File: config.mk
export PLATFORM = sky130hd
export DESIGN_NAME = card_number_luhn_brand_check_unit_flat
export DESIGN_NICKNAME = d
export VERILOG_FILES = /design/src/sv/lbc_pkg.sv /design/src/sv/lbc_if.sv /design/src/sv/lbc_bcd_conv.sv /design/src/sv/card_number_luhn_brand_check_unit.sv /design/src/flat_wrapper.sv
export VERILOG_INCLUDE_DIRS = /design/src /design/src/sv
export SDC_FILE = /design/constraint.sdc
export NUM_CORES = 1
export LEC_CHECK = 0
export BUFFER_PORTS_ARGS = -buffer_cell sky130_fd_sc_hd__buf_2
export CORE_MARGIN = 1
export CORE_UTILIZATION = 25
export CTS_CLUSTER_DIAMETER = 120
export DETAILED_ROUTE_END_ITERATION = 6
export RECOVER_POWER = 100
export SETUP_SLACK_MARGIN = 0.5
export SLEW_MARGIN = 25
export SYNTH_ARGS = -nofsm -noshare
export SYNTH_HDL_FRONTEND = slang
export SYNTH_HIERARCHICAL = 1
export SYNTH_SLANG_ARGS = --single-unit
File: constraint.sdc
create_clock -name clk -period 3.67 [get_ports clk]
set_input_delay 0.734 -clock clk [delete_from_list [all_inputs] [get_ports clk]]
set_output_delay 0.734 -clock clk [all_outputs]
set_load 0.01 [all_outputs]
File: src/sv/card_number_luhn_brand_check_unit_macros.svh
// Assertion helpers shared by the RTL; every use samples on clk and is off in reset.
`ifndef CARD_NUMBER_LUHN_BRAND_CHECK_UNIT_MACROS_SVH
`define CARD_NUMBER_LUHN_BRAND_CHECK_UNIT_MACROS_SVH

// Same-cycle implication.
`define LBC_ASSERT_IMP(label, ante, cons, msg) \
  label: assert property (@(posedge clk) disable iff (!rst_n) (ante) |-> (cons)) \
    else $error(msg);

// Next-cycle implication.
`define LBC_ASSERT_NXT(label, ante, cons, msg) \
  label: assert property (@(posedge clk) disable iff (!rst_n) (ante) |=> (cons)) \
    else $error(msg);

`endif

File: src/sv/lbc_pkg.sv
`timescale 1ns / 1ps

package lbc_pkg;

  localparam int CARD_W         = 64;
  localparam int NUM_BCD        = 20;
  localparam int DIGIT_W        = 4;
  localparam int BCD_W          = NUM_BCD * DIGIT_W;
  localparam int SHIFT_CNT_W    = $clog2(CARD_W);
  localparam int IDX_W          = $clog2(NUM_BCD);
  localparam int COUNT_W        = 5;
  localparam int DEF_MAX_DIGITS = 19;

  localparam logic [IDX_W-1:0] LAST_IDX = IDX_W'(NUM_BCD - 1);

  // Lengths that the issuer classes allow.
  localparam logic [COUNT_W-1:0] LEN_LEAD4_SHORT = COUNT_W'(13);
  localparam logic [COUNT_W-1:0] LEN_LEAD4_LONG  = COUNT_W'(16);
  localparam logic [COUNT_W-1:0] LEN_LEAD3X      = COUNT_W'(15);
  localparam logic [COUNT_W-1:0] LEN_LEAD5X      = COUNT_W'(16);

  typedef logic [CARD_W-1:0]  card_t;
  typedef logic [BCD_W-1:0]   bcd_t;
  typedef logic [DIGIT_W-1:0] digit_t;
  typedef logic [COUNT_W-1:0] count_t;

  typedef enum logic [1:0] {
    CLS_INVALID   = 2'd0,
    CLS_LEAD4     = 2'd1,
    CLS_LEAD34_37 = 2'd2,
    CLS_LEAD51_55 = 2'd3
  } class_t;

  typedef enum logic [1:0] {
    ST_IDLE,
    ST_CONV,
    ST_SCAN,
    ST_DONE
  } state_t;

  // Converter status seen by the sequencer.
  typedef struct packed {
    logic busy;
    logic done;
  } conv_stat_t;

  // Add 3 to every BCD digit of 5 or more before the next left shift.
  function automatic bcd_t bcd_adjust(bcd_t bcd);
    bcd_t res;
    res = bcd;
    for (int i = 0; i < NUM_BCD; i++) begin
      if (bcd[i*DIGIT_W +: DIGIT_W] >= digit_t'(5)) begin
        res[i*DIGIT_W +: DIGIT_W] = bcd[i*DIGIT_W +: DIGIT_W] + digit_t'(3);
      end
    end
    return res;
  endfunction

  // Issuer class from length and the two leading digits.
  function automatic class_t lbc_classify(count_t len, digit_t hi, digit_t lo);
    class_t cls;
    cls = CLS_INVALID;
    if ((len == LEN_LEAD4_SHORT || len == LEN_LEAD4_LONG) && hi == digit_t'(4)) begin
      cls = CLS_LEAD4;
    end else if (len == LEN_LEAD3X && hi == digit_t'(3) &&
                 (lo == digit_t'(4) || lo == digit_t'(7))) begin
      cls = CLS_LEAD34_37;
    end else if (len == LEN_LEAD5X && hi == digit_t'(5) &&
                 lo >= digit_t'(1) && lo <= digit_t'(5)) begin
      cls = CLS_LEAD51_55;
    end
    return cls;
  endfunction

endpackage

File: src/sv/lbc_if.sv
`timescale 1ns / 1ps

interface lbc_in_if import lbc_pkg::*; ();
  logic  valid;
  logic  ready;
  card_t card_value;

  modport source (output valid, output card_value, input ready);
  modport sink   (input valid, input card_value, output ready);
endinterface

interface lbc_out_if import lbc_pkg::*; ();
  logic   valid;
  logic   ready;
  logic   luhn_ok;
  count_t digit_count;
  class_t issuer_class;

  modport source (output valid, output luhn_ok, output digit_count, output issuer_class,
                  input ready);
  modport sink   (input valid, input luhn_ok, input digit_count, input issuer_class,
                  output ready);
endinterface

File: src/sv/lbc_bcd_conv.sv
`timescale 1ns / 1ps

// Shift-and-add-3 binary to BCD, one bit per cycle.
module lbc_bcd_conv import lbc_pkg::*; (
  input  logic       clk,
  input  logic       rst_n,
  input  logic       start,
  input  card_t      value,
  output conv_stat_t stat,
  output bcd_t       bcd
);

  card_t                  bin_r, bin_nxt;
  bcd_t                   bcd_r, bcd_nxt;
  logic [SHIFT_CNT_W-1:0] cnt_r, cnt_nxt;
  logic                   busy_r, busy_nxt;
  logic                   done_r, done_nxt;
  bcd_t                   adj;

  assign adj = bcd_adjust(bcd_r);

  always_comb begin
    bin_nxt  = bin_r;
    bcd_nxt  = bcd_r;
    cnt_nxt  = cnt_r;
    busy_nxt = busy_r;
    done_nxt = 1'b0;
    if (start) begin
      bin_nxt  = value;
      bcd_nxt  = '0;
      cnt_nxt  = '0;
      busy_nxt = 1'b1;
    end else if (busy_r) begin
      bcd_nxt = {adj[BCD_W-2:0], bin_r[CARD_W-1]};
      bin_nxt = {bin_r[CARD_W-2:0], 1'b0};
      cnt_nxt = cnt_r + 1'b1;
      if (cnt_r == SHIFT_CNT_W'(CARD_W - 1)) begin
        busy_nxt = 1'b0;
        done_nxt = 1'b1;
      end
    end
  end

  always_ff @(posedge clk) begin
    if (!rst_n) begin
      busy_r <= 1'b0;
      done_r <= 1'b0;
      cnt_r  <= '0;
    end else begin
      busy_r <= busy_nxt;
      done_r <= done_nxt;
      cnt_r  <= cnt_nxt;
    end
  end

  always_ff @(posedge clk) begin
    bin_r <= bin_nxt;
    bcd_r <= bcd_nxt;
  end

  assign stat.busy = busy_r;
  assign stat.done = done_r;
  assign bcd       = bcd_r;

endmodule

File: src/sv/card_number_luhn_brand_check_unit.sv
// Flow: the input beat starts the converter, then the digit scan runs, then the
//   sequencer moves the result out; the shift-and-add-3 converter takes most of the time.
// One card number at a time: in_ch.ready is low from the input beat until the result
//   is moved into the output register.
// Reset: synchronous, active low rst_n; sequencer to idle, output register empty.
`timescale 1ns / 1ps

`include "card_number_luhn_brand_check_unit_macros.svh"

module card_number_luhn_brand_check_unit import lbc_pkg::*; #(
  parameter int MAX_DIGITS = DEF_MAX_DIGITS
) (
  input  logic clk,
  input  logic rst_n,
  lbc_in_if.sink    in_ch,
  lbc_out_if.source out_ch
);

  // ---------------------------------------------------------------------------
  // Sequencer state and scan datapath registers
  // ---------------------------------------------------------------------------
  state_t     state_r, state_nxt;
  bcd_t       scan_bcd_r, scan_bcd_nxt;   // digits, least significant at [3:0]
  logic [IDX_W-1:0] idx_r, idx_nxt;       // digit position under the scan
  digit_t     sum_r, sum_nxt;             // Luhn sum kept modulo ten
  count_t     len_r, len_nxt;             // one past highest nonzero digit
  digit_t     hi_r, hi_nxt;               // leading digit
  digit_t     lo_r, lo_nxt;               // digit just below the leading one
  digit_t     prev_r, prev_nxt;           // digit seen on the previous step

  logic       out_valid_r, out_valid_nxt;
  logic       out_ok_r;
  count_t     out_cnt_r;
  class_t     out_cls_r;

  // FSM outputs
  logic       in_ready;
  logic       conv_start;
  logic       scan_load;
  logic       scan_step;
  logic       out_load;

  conv_stat_t conv_stat;
  bcd_t       conv_bcd;

  logic       in_beat;
  logic       out_free;

  assign in_beat  = in_ch.valid && in_ready;
  assign out_free = !out_valid_r || out_ch.ready;

  // ---------------------------------------------------------------------------
  // Binary to BCD converter: one shared add-3 row, one shift per cycle
  // ---------------------------------------------------------------------------
  lbc_bcd_conv u_conv (
    .clk   (clk),
    .rst_n (rst_n),
    .start (conv_start),
    .value (in_ch.card_value),
    .stat  (conv_stat),
    .bcd   (conv_bcd)
  );

  // ---------------------------------------------------------------------------
  // Next state
  // ---------------------------------------------------------------------------
  always_comb begin
    state_nxt = state_r;
    unique case (state_r)
      ST_IDLE: begin
        if (in_ch.valid) begin
          state_nxt = ST_CONV;
        end
      end
      ST_CONV: begin
        if (conv_stat.done) begin
          state_nxt = ST_SCAN;
        end
      end
      ST_SCAN: begin
        if (idx_r == LAST_IDX) begin
          state_nxt = ST_DONE;
        end
      end
      ST_DONE: begin
        // hold the finished result until the output register frees up
        if (out_free) begin
          state_nxt = ST_IDLE;
        end
      end
      default: state_nxt = ST_IDLE;
    endcase
  end

  // ---------------------------------------------------------------------------
  // Sequencer outputs
  // ---------------------------------------------------------------------------
  always_comb begin
    in_ready  = 1'b0;
    scan_load = 1'b0;
    scan_step = 1'b0;
    out_load  = 1'b0;
    unique case (state_r)
      ST_IDLE: in_ready  = 1'b1;
      ST_CONV: scan_load = conv_stat.done;
      ST_SCAN: scan_step = 1'b1;
      ST_DONE: out_load  = out_free;
      default: in_ready  = 1'b0;
    endcase
  end

  assign conv_start  = in_beat;
  assign in_ch.ready = in_ready;

  // ---------------------------------------------------------------------------
  // Digit scan: one decimal digit per cycle, least significant first.
  // Odd positions are doubled and folded back below ten; the running sum
  // stays modulo ten, so no wide adder or divider is needed.
  // ---------------------------------------------------------------------------
  digit_t          cur_digit;
  logic [DIGIT_W:0] dbl;
  digit_t          luhn_digit;
  logic [DIGIT_W:0] sum_wide;

  assign cur_digit = scan_bcd_r[DIGIT_W-1:0];
  assign dbl       = {cur_digit, 1'b0};

  always_comb begin
    if (idx_r[0]) begin
      luhn_digit = (dbl > (DIGIT_W+1)'(9)) ? DIGIT_W'(dbl - (DIGIT_W+1)'(9))
                                           : DIGIT_W'(dbl);
    end else begin
      luhn_digit = cur_digit;
    end
  end

  assign sum_wide = {1'b0, sum_r} + {1'b0, luhn_digit};

  always_comb begin
    scan_bcd_nxt = scan_bcd_r;
    idx_nxt      = idx_r;
    sum_nxt      = sum_r;
    len_nxt      = len_r;
    hi_nxt       = hi_r;
    lo_nxt       = lo_r;
    prev_nxt     = prev_r;
    priority if (scan_load) begin
      scan_bcd_nxt = conv_bcd;
      idx_nxt      = '0;
      sum_nxt      = '0;
      len_nxt      = '0;
      hi_nxt       = '0;
      lo_nxt       = '0;
      prev_nxt     = '0;
    end else if (scan_step) begin
      // advance to the next digit
      scan_bcd_nxt = {{DIGIT_W{1'b0}}, scan_bcd_r[BCD_W-1:DIGIT_W]};
      idx_nxt      = idx_r + 1'b1;
      sum_nxt      = (sum_wide >= (DIGIT_W+1)'(10)) ? DIGIT_W'(sum_wide - (DIGIT_W+1)'(10))
                                                    : DIGIT_W'(sum_wide);
      prev_nxt     = cur_digit;
      if (cur_digit != '0) begin
        // a nonzero digit becomes the new leading digit
        len_nxt = COUNT_W'(idx_r) + 1'b1;
        hi_nxt  = cur_digit;
        lo_nxt  = prev_r;
      end
    end else begin
      // hold the scan registers
      idx_nxt = idx_r;
    end
  end

  // ---------------------------------------------------------------------------
  // Result: saturate overlong numbers, class only on a passing check
  // ---------------------------------------------------------------------------
  logic   too_long;
  logic   res_ok;
  count_t res_cnt;
  class_t res_cls;

  assign too_long = len_r > COUNT_W'(MAX_DIGITS);
  assign res_ok   = (sum_r == '0) && !too_long;
  assign res_cnt  = too_long ? COUNT_W'(MAX_DIGITS + 1) : len_r;
  assign res_cls  = res_ok ? lbc_classify(len_r, hi_r, lo_r) : CLS_INVALID;

  always_comb begin
    out_valid_nxt = out_valid_r;
    priority if (out_load) begin
      out_valid_nxt = 1'b1;
    end else if (out_ch.ready) begin
      // drop the beat once it is taken
      out_valid_nxt = 1'b0;
    end else begin
      // hold the beat while the sink stalls
      out_valid_nxt = out_valid_r;
    end
  end

  // ---------------------------------------------------------------------------
  // Registers
  // ---------------------------------------------------------------------------
  always_ff @(posedge clk) begin
    if (!rst_n) begin
      state_r     <= ST_IDLE;
      idx_r       <= '0;
      out_valid_r <= 1'b0;
    end else begin
      state_r     <= state_nxt;
      idx_r       <= idx_nxt;
      out_valid_r <= out_valid_nxt;
    end
  end

  always_ff @(posedge clk) begin
    scan_bcd_r <= scan_bcd_nxt;
    sum_r      <= sum_nxt;
    len_r      <= len_nxt;
    hi_r       <= hi_nxt;
    lo_r       <= lo_nxt;
    prev_r     <= prev_nxt;
    if (out_load) begin
      out_ok_r  <= res_ok;
      out_cnt_r <= res_cnt;
      out_cls_r <= res_cls;
    end
  end

  assign out_ch.valid        = out_valid_r;
  assign out_ch.luhn_ok      = out_ok_r;
  assign out_ch.digit_count  = out_cnt_r;
  assign out_ch.issuer_class = out_cls_r;

  // ---------------------------------------------------------------------------
  // Assertions
  // ---------------------------------------------------------------------------
  `LBC_ASSERT_IMP(a_conv_alive, state_r == ST_CONV, conv_stat.busy || conv_stat.done, "converter idle while sequencer waits")
  `LBC_ASSERT_NXT(a_scan_end, (state_r == ST_SCAN) && (idx_r == LAST_IDX), state_r == ST_DONE, "scan did not finish after last digit")
  `LBC_ASSERT_IMP(a_cls_needs_ok, out_valid_r && (out_cls_r != CLS_INVALID), out_ok_r, "issuer class given without Luhn pass")
  `LBC_ASSERT_IMP(a_long_fails, out_valid_r && (out_cnt_r > COUNT_W'(MAX_DIGITS)), !out_ok_r, "overlong number passed the check")

endmodule
File: src/flat_wrapper.sv
// flat-port wrapper written by rule: the top's interface ports become plain ports
module card_number_luhn_brand_check_unit_flat import lbc_pkg::*;
#(
  parameter int MAX_DIGITS = DEF_MAX_DIGITS
)
  (clk, rst_n, in_ch_valid, in_ch_card_value, in_ch_ready, out_ch_valid, out_ch_luhn_ok, out_ch_digit_count, out_ch_issuer_class, out_ch_ready);
  lbc_in_if in_ch_i ();
  lbc_out_if out_ch_i ();
  input  logic clk;
  input  logic rst_n;
  input wire logic [$bits(in_ch_i.valid)-1:0] in_ch_valid;
  input wire logic [$bits(in_ch_i.card_value)-1:0] in_ch_card_value;
  output wire logic [$bits(in_ch_i.ready)-1:0] in_ch_ready;
  output wire logic [$bits(out_ch_i.valid)-1:0] out_ch_valid;
  output wire logic [$bits(out_ch_i.luhn_ok)-1:0] out_ch_luhn_ok;
  output wire logic [$bits(out_ch_i.digit_count)-1:0] out_ch_digit_count;
  output wire logic [$bits(out_ch_i.issuer_class)-1:0] out_ch_issuer_class;
  input wire logic [$bits(out_ch_i.ready)-1:0] out_ch_ready;
  assign in_ch_i.valid = in_ch_valid;
  assign in_ch_i.card_value = in_ch_card_value;
  assign in_ch_ready = in_ch_i.ready;
  assign out_ch_valid = out_ch_i.valid;
  assign out_ch_luhn_ok = out_ch_i.luhn_ok;
  assign out_ch_digit_count = out_ch_i.digit_count;
  assign out_ch_issuer_class = out_ch_i.issuer_class;
  assign out_ch_i.ready = out_ch_ready;
  card_number_luhn_brand_check_unit #(.MAX_DIGITS(MAX_DIGITS)) u_core (.clk(clk), .rst_n(rst_n), .in_ch(in_ch_i), .out_ch(out_ch_i));
endmodule
# After elaboration in Yosys (flattened, before gate mapping)
# Index checks and enable logic that the tools add are counted.
# Widths: inputs -> output; s select.
[word_totals]
reg_bits = 269
latch_bits = 0
ramBits = 0
rom_bits = 0
inputBits = 68
out_inout_bits = 10
word_cells = 158
mem_count = 0
[op_classes]
add_sub_neg = 25
multipliers = 0
div_mod_pow = 0
order_cmp = 25
n_eq_ne = 17
n_shift = 0
n_mux = 45
n_bitwise = 3
n_reduce_logical = 25
[op_table]
columns = ["op", "count"]
rows = [
  ["$mux 80", 2],
  ["$mux 64", 2],
  ["$mux 4", 22],
  ["$ge 4x3->1 const B", 20],
  ["$add 4x2->4 const B", 19],
  ["$eq 4x3->1 const B", 4],
  ["$mux 2", 6],
  ["$mux 1", 11],
  ["$eq 5x4->1 const B", 2],
  ["$eq 5x5->1 const B", 2],
  ["$logic_and 1x1->1", 8],
  ["$pmux 2 s4", 1],
  ["$sub 4x4->4 const B", 2],
  ["$add 6x1->6 const B", 1],
  ["$eq 6x6->1 const B", 1],
  ["$reduce_bool 2->1", 3],
  ["$reduce_or 2->1", 3],
  ["$add 4x4->5", 1],
  ["$add 5x1->5 const B", 1],
  ["$ge 5x4->1 const B", 1],
  ["$gt 5x4->1 const B", 1],
  ["$gt 5x5->1 const B", 1],
  ["$eq 2x2->1 const B", 2],
  ["$eq 4x2->1 const B", 1],
  ["16 further kinds", 23],
]

# Longest topological paths before layout
[logic_depth]
word_depth = 7
depth_mapped = 15
mapped_depth_nobuf = 15

# Cells and area by module
# Netlist, hierarchy kept.
[modules_own_cells]
columns = ["mod", "n_inst", "cells_per_inst", "area_per_inst_um2", "seq_area_each_um2"]
rows = [
  ["lbc_bcd_conv", 1, 764, 7958.9, 3683.5],
  ["card_number_luhn_brand_check_unit", 1, 546, 5285.1, 3223.1],
]

# Worst setup path before layout
# Ideal clock, no wire load.
[synth_path]
path_type = "register to register"
start = "register u_core.state_r[0]"
end = "register u_core.scan_bcd_r[0] (enable)"
setup_ns = 0.452
t_arrival_ns = 2.970
t_required_ns = 3.218
slack_ns = 0.248
path_stages_with_launch = 5
n_path_buf = 1
synth_period_minus_slack_ns = 3.422
cell_sequence = "dfxtp_1 -> inv_1 -> ha_1 -> buf_1 -> nand2b_1"
[synth_via]
elab_chain_cells = 3
word_cells_on_any_way = 5
cone_classes = "eq/ne: 2; mux: 2; reduce/logical: 1"
[synth_lines]
columns = ["item", "line_no", "rtl"]
rows = [
  ["start, declared", "card_number_luhn_brand_check_unit.sv:22", "state_t state_r, state_nxt;"],
  ["start signal, assigned", "card_number_luhn_brand_check_unit.sv:209", "state_r <= state_nxt;"],
  ["$eq 2x2->1 or $eq 2x1->1 (tied branches)", "card_number_luhn_brand_check_unit.sv:103", "unique case (state_r)"],
  ["$mux 1", "card_number_luhn_brand_check_unit.sv:103", ""],
  ["$reduce_bool 2->1 (no line) (*)", "n/a", ""],
  ["end signal, assigned", "card_number_luhn_brand_check_unit.sv:216", "scan_bcd_r <= scan_bcd_nxt;"],
  ["end, declared", "card_number_luhn_brand_check_unit.sv:23", "bcd_t scan_bcd_r, scan_bcd_nxt;"],
]
# Every way passes the cells marked *; elsewhere a longest branch is shown, timed or not.
# A chain may end at the register's enable or synchronous reset.

# Worst setup path in the final report
[layout_path]
start = "register u_core.scan_bcd_r[0]"
end = "register u_core.sum_r[1]"
[layout_via]
elab_chain_cells = 6
word_cells_on_any_way = 8
cone_classes = "add/sub: 3; order compare: 2; mux: 3"
[layout_lines]
columns = ["item", "line_no", "rtl"]
rows = [
  ["$sub 4x4->4 or $gt 5x4->1 (tied branches)", "card_number_luhn_brand_check_unit.sv:130", "luhn_digit = (dbl > (DIGIT_W+1)'(9)) ? DIGIT_W'(dbl - (DIGIT_W+1)'(9))"],
  ["$mux 4", "card_number_luhn_brand_check_unit.sv:130", ""],
  ["$mux 4 (*)", "card_number_luhn_brand_check_unit.sv:129", "if (idx_r[0]) begin"],
  ["$add 4x4->5 (*)", "card_number_luhn_brand_check_unit.sv:137", "assign sum_wide = {1'b0, sum_r} + {1'b0, luhn_digit};"],
  ["$sub 4x4->4 or $ge 5x4->1 (tied branches)", "card_number_luhn_brand_check_unit.sv:159", "sum_nxt = (sum_wide >= (DIGIT_W+1)'(10)) ? DIGIT_W'(sum_wide - (DIGIT_W+1)'(10))"],
  ["$mux 4 (*)", "card_number_luhn_brand_check_unit.sv:159", ""],
  ["end signal, assigned", "card_number_luhn_brand_check_unit.sv:217", "sum_r <= sum_nxt;"],
  ["end, declared", "card_number_luhn_brand_check_unit.sv:25", "digit_t sum_r, sum_nxt;"],
]
# Marks and branches as above.

==> reports/results.tsv <==
metric	value	unit
overflow	0	
fin_crit	3190	ps
power_frac_clock	22.4	%
violations	capacitance limit, slew limit	
synthCells	1309	
dieHeight	232	um
fillCellCount	5317	
num_vias	9670	
power_density	836	nW/um^2
synth.avg_cell_area	10.1	um^2
synth_nets	1430	
dpl.hpwl	16800	um
ys.warnings.count	6	
combPwrFrac	35.1	%
max_freq	313	MHz
numCtsBuffers	29	
n_antenna_cell	0	
drive_above_1_share	17.9	%
gp_congestion	0.768	
setup_violations	0	
grt_max_degree	87	
clock_skew	10.9	ps
rows	83	
cp_slowest_cell	fa_1	
dp_cells	2013	
ir_worst_vdd	0.400	mV
vias_per_cell	4.66	
dieArea	53900	um^2
portBuffers	77	
worstSetupPathType	register to register	
end_kind	register	
instances_no_fill	2076	
wl_per_cell	13.0	um
crit_chain	inv_2 > ha_4 > inv_2 > a21oi_4 > buf_4 > a21oi_2 > ha_2 > inv_1 > fa_1 > xnor2_1 > clkbuf_1 > o31ai_4 > a311o_1 > or3_1 > a31oi_1	
grt_pass1_vias	9708	
critPathMaxStageDelay	390	ps
grt_pass1_wl	46100	um
drcViolationCount	0	
clkSinkCount	269	
arrival	3670	ps
io_pins	78	
worst_slack	480	ps
crit_path_start_kind	register	
drv_slew	199	
cts_max_level	1	
max_slew_margin	-7.21	%
dr.pass1.iters	7	
rsz0062_at_grt	yes	
finalWirelength	27000	um
root_buffer	clkbuf_16	
tritoncts	built	
crit_buf_inv	5	
worst_slew_pin_slew	1610	ps
fin_tns_setup	0	ps
final_hold_viol_count	0	
cts-hold-fix-buffers	0	
insertion_delay	560	ps
ant_nets	0	
clkSlewWorstSetupHoldPaths	60	ps
seqPwrFrac	42.6	%
p_sw	0.00458	W
die_w	232	um
drtIter0Drc	610	
cpMostUsedCell	inv_2	
p_leak	5.57	nW
final_net_count	1494	
core_area	51800	um^2
area_growth	15.2	%
hold_class	register to register	
p_int	0.00816	W
maxCapViolCount	3	
cpLargestDelayFamily	compound AO/OA/AOI/OAI gates	
start_util	25.5	%
cp.required	4150	ps
antenna_found_initial	6	
pre_cts_ws	274	ps
status	complete, but fails checks	
syn_area	13200	um^2
switching_share	35.9	%
fin_crit_sh	86.9	%
fin_util	29.4	%
crit_fanout	4	
cts_buffer_depth	3	
grt_use_total	10.0	%
repair_timing:
action	4_1_cts	5_1_grt
resized for setup	7	11
endpoints found under the setup margin	2	3
setup buffers	3	5
hold endpoints to repair	0	0
pin swaps	0	4
power by group through the flow:
stage / logic [W] / registers (W) / clock network [W]
2_1_floorplan: 0.00352 / 0.00520 / 0
3_3_place_gp: 0.00406 / 0.00546 / 0
3_5_place_dp: 0.00426 / 0.00549 / 0
4_1_cts: 0.00438 / 0.00544 / 0.00294
5_1_grt: 0.00502 / 0.00560 / 0.00307
6_report: 0.00447 / 0.00543 / 0.00285
cells in the final DEF (no fill, tap or decap), drive strengths merged, types with 21 or more instances in the layout:
cell type / n
buf: 79
clkbuf: 57
dfxtp: 117
nand4: 21
nand3: 26
ha: 52
nand2: 288
edfxtp: 152
a21oi: 93
nor3: 31
inv: 85
mux2: 63
nor2: 30
o21ai: 82
path summary, 6_finish.rpt:
kind                                           start               to  slack (ps)  depth (start not counted)
worst max-delay path            u_core/scan_bcd_r[0]  u_core/sum_r[1]         480                         15
worst min-delay path                u_core/prev_r[2]   u_core/lo_r[2]         460                          2
worst max register to register  u_core/scan_bcd_r[0]  u_core/sum_r[1]         480                         15
worst min register to register      u_core/prev_r[2]   u_core/lo_r[2]         460                          2
sequential cells by signal, summed over array words and instances, names as in the netlist:
signal and count:
u_core/u_conv/busy_r 1, u_core/out_ch.issuer_class 2, u_core/state_r 2, u_core/out_ch.valid 1
u_core/u_conv/bin_r 64, u_core/len_r 5, u_core/prev_r 4, u_core/scan_bcd_r 80
u_core/sum_r 4, u_core/u_conv/bcd 80, u_core/out_ch.digit_count 5, u_core/lo_r 4
u_core/u_conv/done_r 1, u_core/hi_r 4, u_core/out_ch.luhn_ok 1, u_core/u_conv/cnt_r 6
u_core/idx_r 5
metal layers:
metal  vias up  share of wire (%)  global-route usage [%]
met5         -               0.19                       0
met4        10                1.9                    2.18
met3        55                6.4                    3.16
met2       195                 45                    16.2
met1      4595                 46                    13.0
li1       4815                  -                       -
per-stage QoR:
stage | cell area (um^2) | power (W) | hold WS (ps)
finish | 15200 | 0.0127 | 462
global route | 15200 | 0.0137 | 452
CTS | 15300 | 0.0128 | 442
detailed placement | 14300 | 0.00975 | 454
global placement | 14300 | 0.00952 | 444
floorplan | 13200 | 0.00872 | 431
layout make-up:
type                    count  area [um^2]  share of cell area, %
clock inverters            17          136                  0.894
clock buffers              37          786                   5.15
inverters                  84          315                   2.07
repair buffers             99          539                   3.54
well taps                 680          851                   5.58
flip-flops and latches    269         6910                   45.3
multi-input cells         890         5710                   37.5
tightest hold or removal path: cells and delay by family, from the launching register on:
family	cells	cell delay, ps
DFF	1	310
and+or+nand+nor	1	60
AOI/OAI and AO/OA	1	50
No activity file was read; power rests on OpenSTA's default activity.
